[config.mk]
export PLATFORM = sky130hd
export DESIGN_NAME = gds_ctrl
export DESIGN_NICKNAME = d
export VERILOG_FILES = /design/src/design/gds_pkg.sv /design/src/design/gds_ctrl.sv
export SDC_FILE = /design/constraint.sdc
export NUM_CORES = 1
export LEC_CHECK = 0
export ABC_AREA = 1
export BUFFER_PORTS_ARGS = -buffer_cell sky130_fd_sc_hd__buf_2
export CAP_MARGIN = 0
export CORE_AREA = 2 2 39 41
export DETAILED_ROUTE_END_ITERATION = 12
export DIE_AREA = 0 0 41 43
export GPL_ROUTABILITY_DRIVEN = 0
export HOLD_SLACK_MARGIN = 0.05
export PLACE_DENSITY = 0.68
export SYNTH_ARGS = -nofsm -noshare
export SYNTH_HDL_FRONTEND = slang
export SYNTH_SLANG_ARGS = --single-unit
[constraint.sdc]
create_clock -name i_clk -period 1.3 [get_ports i_clk]
set_clock_uncertainty 0.05 [all_clocks]
set_input_delay 0 -clock i_clk [delete_from_list [all_inputs] [get_ports i_clk]]
set_output_delay 0 -clock i_clk [all_outputs]
set_load 0.05 [all_outputs]
[src/design/gds_pkg.sv]
package gds_pkg;

    localparam logic [2:0] MODE_RATE  = 3'd0;
    localparam logic [2:0] MODE_COEFF = 3'd1;
    localparam logic [2:0] MODE_POP   = 3'd2;
    localparam logic [2:0] MODE_STEP  = 3'd3;
    localparam logic [2:0] MODE_TIME  = 3'd4;

    localparam logic CFG_EVENTS = 1'b0;
    localparam logic CFG_VARS   = 1'b1;

    // controller -> datapath commands
    typedef struct packed {
        logic load_item;   // capture the input beat
        logic wr_rate;
        logic wr_coeff;
        logic wr_pop;
        logic wr_time;
        logic clr_acc;     // start of step: clear sum, index
        logic sum_acc;     // add rate[idx] to sum
        logic div_start;
        logic div_step;
        logic time_eval;   // compare and update time
        logic roul_start;  // build roulette value
        logic roul_step;   // compare/subtract one rate
        logic upd_step;    // update one population
        logic emit;        // load output register from pop[idx]
        logic idx_inc;
        logic idx_clr;
    } t_cmd;

    // datapath -> controller status
    typedef struct packed {
        logic [2:0] mode;
        logic       idx_end_ev;   // idx reached events in use
        logic       idx_end_roul; // roulette idx at ne-1 or hit
        logic       idx_end_var;  // idx reached vars in use
        logic       sum_zero;
        logic       div_done;
        logic       fired;
        logic       clr_busy;     // stoich clearing pass after reset
    } t_sts;

endpackage

[src/design/gds_ctrl.sv]
module gds_ctrl (
    input  logic            i_clk,
    input  logic            i_rst_n,
    input  logic            i_in_valid,
    output logic            o_in_ready,
    input  logic            i_out_free,   // output register empty or being taken
    input  gds_pkg::t_sts   i_sts,
    output gds_pkg::t_cmd   o_cmd
);
    localparam logic [3:0] S_IDLE = 4'd0;
    localparam logic [3:0] S_DEC  = 4'd1;
    localparam logic [3:0] S_SUMA = 4'd2;  // address rate
    localparam logic [3:0] S_SUMB = 4'd3;  // data back, accumulate
    localparam logic [3:0] S_DIV  = 4'd4;
    localparam logic [3:0] S_TIME = 4'd5;
    localparam logic [3:0] S_RA   = 4'd6;
    localparam logic [3:0] S_RB   = 4'd7;
    localparam logic [3:0] S_UA   = 4'd8;
    localparam logic [3:0] S_UB   = 4'd9;
    localparam logic [3:0] S_EMIT = 4'd10;

    logic [3:0] r_state, n_state;

    always_ff @(posedge i_clk) begin
        if (!i_rst_n) begin
            r_state <= S_IDLE;
        end else begin
            r_state <= n_state;
        end
    end

    always_comb begin
        o_cmd      = '0;
        o_in_ready = 1'b0;
        n_state    = r_state;
        case (r_state)
            S_IDLE: begin
                // hold off input until the stoich clearing pass is over
                o_in_ready = !i_sts.clr_busy;
                if (i_in_valid && !i_sts.clr_busy) begin
                    o_cmd.load_item = 1'b1;
                    n_state = S_DEC;
                end
            end
            S_DEC: begin
                case (i_sts.mode)
                    gds_pkg::MODE_RATE:  begin o_cmd.wr_rate  = 1'b1; n_state = S_IDLE; end
                    gds_pkg::MODE_COEFF: begin o_cmd.wr_coeff = 1'b1; n_state = S_IDLE; end
                    gds_pkg::MODE_POP:   begin o_cmd.wr_pop   = 1'b1; n_state = S_IDLE; end
                    gds_pkg::MODE_TIME:  begin o_cmd.wr_time  = 1'b1; n_state = S_IDLE; end
                    gds_pkg::MODE_STEP:  begin o_cmd.clr_acc  = 1'b1; n_state = S_SUMA; end
                    default: n_state = S_IDLE;
                endcase
            end
            S_SUMA: begin
                if (i_sts.idx_end_ev) begin
                    o_cmd.div_start = 1'b1;
                    n_state = S_DIV;
                end else begin
                    n_state = S_SUMB;
                end
            end
            S_SUMB: begin
                o_cmd.sum_acc = 1'b1;
                o_cmd.idx_inc = 1'b1;
                n_state = S_SUMA;
            end
            S_DIV: begin
                if (i_sts.sum_zero || i_sts.div_done) begin
                    n_state = S_TIME;
                end else begin
                    o_cmd.div_step = 1'b1;
                end
            end
            S_TIME: begin
                o_cmd.time_eval  = 1'b1;
                o_cmd.roul_start = 1'b1;
                o_cmd.idx_clr    = 1'b1;
                n_state = S_RA;
            end
            S_RA: begin
                if (!i_sts.fired) begin
                    n_state = S_EMIT;
                end else if (i_sts.idx_end_roul) begin
                    n_state = S_UA;
                    o_cmd.idx_clr = 1'b1;
                end else begin
                    n_state = S_RB;
                end
            end
            S_RB: begin
                o_cmd.roul_step = 1'b1;
                n_state = S_RA;
            end
            S_UA: begin
                if (i_sts.idx_end_var) begin
                    o_cmd.idx_clr = 1'b1;
                    n_state = S_EMIT;
                end else begin
                    n_state = S_UB;
                end
            end
            S_UB: begin
                o_cmd.upd_step = 1'b1;
                o_cmd.idx_inc  = 1'b1;
                n_state = S_UA;
            end
            S_EMIT: begin
                if (i_sts.idx_end_var) begin
                    n_state = S_IDLE;
                end else if (i_out_free) begin
                    o_cmd.emit    = 1'b1;
                    o_cmd.idx_inc = 1'b1;
                end
            end
            default: n_state = S_IDLE;
        endcase
    end

    // roulette never runs for a step that did not fire
    a_no_roul_unfired: assert property (@(posedge i_clk) disable iff (!i_rst_n)
        (r_state == S_RB) |-> i_sts.fired) else $error("roulette without event");
    a_emit_free: assert property (@(posedge i_clk) disable iff (!i_rst_n)
        o_cmd.emit |-> i_out_free) else $error("emit into full output");
    a_ready_idle: assert property (@(posedge i_clk) disable iff (!i_rst_n)
        o_in_ready |-> (r_state == S_IDLE)) else $error("ready outside idle");
endmodule

==> impl_metrics.yaml, run 1 <==
status:
  outcome: "finished, violations left"
  violations: "setup timing"
die:
  io-pin-count: 31
  rows: 14
  coreArea_um2: 1384
  die_w_um: 41
  initial_core_util_pct: 33.73
  die_y_um: 43
  die_area_um2: 1763
worst_setup_path:
  crit_chain: "nor2_4 -> inv_2 -> nor2_4 -> inv_2 -> nor2_2 -> buf_6"
  rr_startpoint: "r_state[2]"
  crit_path_start_kind: "flip-flop"
  cpLargestDelayFamily: "simple AND/OR/NAND/NOR gates"
  cp_num_buf_inv: 3
  worstPathArrival_ns: 1.33
  worstReg2RegEnd: "r_state[1]"
  reg2reg_depth: 8
  path_class: "flip-flop to primary output"
  path_max_fanout: 5
  slowest_stage: "dfxtp_4"
  r2r_slack_ns: 0.09
  worst_path_largest_cell_delay_ns: 0.36
  end_kind: "primary output"
  critical_path_required_ns: 1.25
cells_and_area:
  layout-drive-gt1-share_pct: 56.45
  fin_util_pct: 66.73
  multi_input_area_um2: 427.9
  nNetsFinal: 140
  final_common_cell: "nand2_1"
  largest-register: "r_state"
  num_antenna_cells: 0
  largest_reg_flops: 4
  filler_cell_count: 113
  syn2layout_area_growth_pct: 97.86
  layout_common_cells: "nand2_1, inv_1, buf_2, nor2_1, buf_6"
  top_regs: "r_state x4"
  ff_latch_area_um2: 95.09
clock_tree:
  cts_tree: "done"
  cts-root-buf: "clkbuf_4"
  clockBufferDepth: 2
  clock_latency_ns: 0.24
  cts_buffers: 3
  clk_pin_slew_ns: 0.04
  cts-htree-levels: 1
  cts_sinks: 4
sta:
  hold-worst-slack_ns: 0.1145
  relSlewSlack_pct: 84.25
  hold_viol: 0
  fin_crit_sh_pct: 106.2
  setup_viol_count_final: 8
  rsz0062_at_grt: "true"
  drv_slew: 0
  tightest_slew_ns: 0.2353
  fin_ws_ns: -0.07997
  timing.final.crit_period_ns: 1.380
  max_freq_mhz: 724.7
synth:
  synthCells: 89
  syn-num-nets: 103
  synth-seq-cells: 4
  yosysWarnings: 0
  avgSynthCellArea_um2: 5.244
  yosysSeqAreaShare_pct: 17.16
  synth_area_um2: 466.7
  synth.distinct_cells: 18
route:
  ant_nets: 0
  wl_mm: 1.604
  routedWlPerCell_um: 11.46
  dr_total_vias: 687
  drt_first_iter_violations: 25
  routed_via_density: 4.907
  drc: 0
  firstDrtPassIters: 4
worst_hold_path:
  holdPathEnd: "r_state[0]"
  hp-class: "input pin to flip-flop"
  hold_start: "i_in_valid"
  holdPathStages: 5
placement:
  placement.io_buffers: 30
  dp_hpwl_mm: 1.155
power_and_ir_drop:
  power_density_nw_per_um2: 515.4
  share_comb_of_total_power_pct: 38.4
  seqPwrFrac_pct: 27.4
  p_sw_share_pct: 39.37
  p_int_w: 0.0002885
  p_sw_w: 0.0001874
  leakagePower_nw: 0.4644
  vdd_ir_drop_max_v: 0.0005363
  power.share.clock_pct: 34.2
global_routing:
  track_usage_pct: 17.71
  grt_max_degree: 6
  first_global_vias: 550
  grt_first_pass_wirelength_mm: 2.208
  grt_antenna_before_repair: 0
  overflow: 0
job:
  cap_violations: 0
-- synthesized netlist by cell type --
| library cell | n | area share (%) |
|---|---|---|
| nor2_1 | 20 | 16 |
| nand2_1 | 19 | 15 |
| inv_1 | 17 | 14 |
| nand3_1 | 8 | 8.6 |
| dfxtp_1 | 4 | 17 |
| inv_2 | 3 | 2.4 |
| nand2_2 | 2 | 2.7 |
| nor2_2 | 2 | 2.7 |
| nor2_4 | 2 | 4.8 |
| nor3_1 | 2 | 2.1 |
| nor4_1 | 2 | 2.7 |
| o21ai_0 | 2 | 2.1 |
| a21oi_1 | 1 | 1.1 |
| buf_4 | 1 | 1.6 |
| nand4_1 | 1 | 1.3 |
| nor3_2 | 1 | 2.1 |
| o211ai_1 | 1 | 1.6 |
| o221ai_1 | 1 | 1.9 |
-- per-stage QoR --
stage,worst slack (ns),total power [W],cells,instance area [um^2],setup TNS (ns)
2_1_floorplan,0.005638,0.0002380,89,553.0,0
3_3_place_gp,0.03879,0.0002876,134,715.7,0
3_5_place_dp,0.05807,0.0002883,134,715.7,0
4_1_cts,-0.05714,0.0004671,140,840.8,-0.1966
5_1_grt,-0.1080,0.0004909,140,923.4,-0.8337
6_report,-0.07997,0.0004759,140,923.4,-0.2465
-- worst max-delay path by stage --
stage,cells after the start,startpoint,slack (ns),endpoint
after CTS,6,r_state[2],-0.06,o_in_ready
after detailed placement,5,r_state[2],0.06,o_cmd[0]
after floorplan,5,r_state[3],0.006,o_cmd[1]
final,6,r_state[3],-0.08,o_cmd[15]
after global placement,5,r_state[3],0.04,o_cmd[1]
after global routing,6,r_state[3],-0.11,o_cmd[15]
-- final cells by class --
cell class	count	share of cell area, %
clock buffers	3	2.439
inverters	20	8.808
multi-input cells	64	46.34
flip-flops and latches	4	10.30
well taps	16	2.168
repair buffers	33	29.95
-- per-layer routing --
layer / vias to the layer above / GRT usage, % / wire length, um
met5: - / 0 / 0
met4: 0 / 6.000 / 21
met3: 4 / 3.141 / 77
met2: 23 / 25.94 / 802
met1: 313 / 25.24 / 703
li1: 347 / - / -
-- cells by family (layout without fill, tap and decap cells) --
logic type | count (synthesis) | in the layout | synth area share, %
flip-flops | 4 | 4 | 17.16
buffers and inverters | 21 | 56 | 17.69
AND/OR/NAND/NOR | 59 | 59 | 58.44
AO/OA/AOI/OAI | 5 | 5 | 6.702
-- power by group through the flow --
stage / registers (W) / clock network (W) / logic (W)
2_1_floorplan: 0.000135 / 0 / 0.000103
3_3_place_gp: 0.000136 / 0 / 0.000152
3_5_place_dp: 0.000135 / 0 / 0.000153
4_1_cts: 0.000135 / 0.000160 / 0.000172
5_1_grt: 0.000131 / 0.000165 / 0.000194
6_report: 0.000130 / 0.000163 / 0.000183
-- timing repair --
item | in CTS | in global routing
endpoints found under the setup margin | 15 | 17
endpoints found under the hold margin | 4 | 0
pin swaps | 4 | 4
hold buffers | 2 | 0
resized for setup | 28 | 27
buffers inserted | 1 | 0
-- worst register-to-register path, cell delays in order (launching register included) --
cell,delay (ns)
dfxtp_4,0.36
inv_1,0.13
nor2_4,0.06
nand2_1,0.11
nand2_1,0.07
nor2_1,0.12
nand3_1,0.10
nand2_1,0.07
inv_1,0.03
(Power assumes the default switching activity.)
==> run 2, diff against run 1 <==
--- a/config.mk
+++ b/config.mk
@@ -14,6 +14,7 @@
 export GPL_ROUTABILITY_DRIVEN = 0
 export HOLD_SLACK_MARGIN = 0.05
 export PLACE_DENSITY = 0.68
+export REMOVE_ABC_BUFFERS = 1
 export SYNTH_ARGS = -nofsm -noshare
 export SYNTH_HDL_FRONTEND = slang
 export SYNTH_SLANG_ARGS = --single-unit
==> run 2 against run 1 <==
Compared with the run above:
- count of clock-buffer cells in the layout is the same
- wire length grew 0.44%
- final cell count grew 1.4%
- core utilization grew 0.54 points
- sequential share of layout area shrank 0.083 points
- hold slack gained 0.032 ns
- the run still ends with setup timing left
- global-route usage grew 0.95 points
- sequential cell count is the same
- critical path depth is the same
- sequential power is essentially flat
==> impl_metrics.yaml, run 2 (synthesized netlist as in run 1, its figures left out) <==
status:
  outcome: "finished, violations left"
  violations: "setup timing"
worst_setup_path:
  worst_path_largest_cell_delay_ns: 0.36
  r2r_slack_ns: 0.03
  worst-path-stages: 6
  crit_end: "o_cmd[15]"
  critical_path_required_ns: 1.25
  cp_num_buf_inv: 3
  path_class: "flip-flop to primary output"
  crit_path_start_kind: "flip-flop"
  end_kind: "primary output"
  worstReg2RegEnd: "r_state[3]"
  crit_chain: "nor2_4 -> inv_2 -> nor2_4 -> inv_2 -> nor2_2 -> buf_6"
  worstPathArrival_ns: 1.30
  slowest_stage: "dfxtp_4"
  reg2reg_depth: 7
  crit_start: "r_state[3]"
  rr_startpoint: "r_state[3]"
  path_max_fanout: 5
  cpLargestDelayFamily: "simple AND/OR/NAND/NOR gates"
sta:
  relSlewSlack_pct: 85.26
  fin_ws_ns: -0.04811
  fin_crit_sh_pct: 103.7
  tightest_slew_ns: 0.2204
  timing.final.crit_period_ns: 1.348
  setup_viol_count_final: 6
  hold-worst-slack_ns: 0.1460
  drv_slew: 0
  hold_viol: 0
  rsz0062_at_grt: "true"
  max_freq_mhz: 741.8
route:
  firstDrtPassIters: 4
  drc: 0
  ant_nets: 0
  wl_mm: 1.611
  routedWlPerCell_um: 11.35
  routed_via_density: 4.859
  drt_first_iter_violations: 13
  dr_total_vias: 690
cells_and_area:
  layout-drive-gt1-share_pct: 59.52
  final_common_cell: "nand2_1"
  largest-register: "r_state"
  layout_common_cells: "nand2_1, buf_2, buf_6, inv_1, nor2_1"
  syn2layout_area_growth_pct: 99.46
  largest_reg_flops: 4
  final_area_um2: 930.9
  num_antenna_cells: 0
  nNetsFinal: 142
  filler_cell_count: 120
  top_regs: "r_state x4"
power_and_ir_drop:
  leakagePower_nw: 0.4845
  vdd_ir_drop_max_v: 0.0004090
  power_w: 0.0004580
  power_density_nw_per_um2: 492.0
die:
  coreArea_um2: 1384
  initial_core_util_pct: 33.73
  die_area_um2: 1763
  rows: 14
  die_y_um: 43
  die_w_um: 41
  io-pin-count: 31
job:
  cap_violations: 0
clock_tree:
  cts_tree: "done"
  cts_sinks: 4
  cts-root-buf: "clkbuf_4"
  cts-htree-levels: 1
  clk_pin_slew_ns: 0.03
  cts_buffers: 3
  clock_latency_ns: 0.23
  clockBufferDepth: 2
global_routing:
  overflow: 0
  grt_first_pass_wirelength_mm: 2.325
  track_usage_pct: 18.66
  grt_max_degree: 6
  grt_antenna_before_repair: 0
  first_global_vias: 618
worst_hold_path:
  hp-class: "input pin to flip-flop"
  hold_start: "i_sts[5]"
  holdPathStages: 4
placement:
  place_area_um2: 629.4
  placement.io_buffers: 30
  dp_hpwl_mm: 1.070
-- run 2: where the power goes --
part | internal, W | switching (W)
Sequential | 0.000122 | 0.00000972
Clock | 0.000103 | 0.0000444
Combinational | 0.0000624 | 0.000117
Total | 0.000287 | 0.000171
-- run 2: worst min-delay path: stages --
cell	delay, ns
buf_2	0.09
nor2_1	0.07
o21ai_0	0.17
a21oi_1	0.07
-- run 2: layer usage --
layer  track usage, %  vias up  part of all wire (%)
li1                 -      352                     -
met1            21.47      313                    37
met2            31.56       25                    58
met3            3.141        0                   5.0
met4            8.000        0                     0
met5                0        -                     0
-- run 2: timing repair --
action | in CTS | in global routing
pin swaps | 3 | 9
buffers inserted | 1 | 2
hold buffers | 2 | 0
setup endpoints to repair | 17 | 17
resized for setup | 37 | 44
endpoints found under the hold margin | 4 | 0
-- run 2: worst min-delay path by stage --
stage                       to  slack, ns
detailed placement  r_state[1]       0.17
global route        r_state[0]       0.16
floorplan           r_state[1]       0.05
CTS                 r_state[0]       0.11
finish              r_state[2]       0.15
global placement    r_state[3]       0.16
-- run 2: area by class of cell --
class / count / area (um^2) / area share (%)
multi-input cells: 64 / 419.2 / 45.03
repair buffers: 35 / 291.5 / 31.32
flip-flops and latches: 4 / 95.09 / 10.22
inverters: 20 / 82.58 / 8.871
clock buffers: 3 / 22.52 / 2.419
well taps: 16 / 20.02 / 2.151
-- run 2: per-stage QoR --
step | instances | util, % | TNS (ns) | setup WS (ns)
final | 142 | 67.27 | -0.1544 | -0.04811
after CTS | 140 | 57.23 | -0.08647 | -0.02839
after floorplan | 88 | - | -4.887 | -0.8826
after global placement | 134 | 45.48 | 0 | 0.04498
after global routing | 142 | 67.27 | -0.7744 | -0.1058
after detailed placement | 134 | 45.48 | 0 | 0.02325
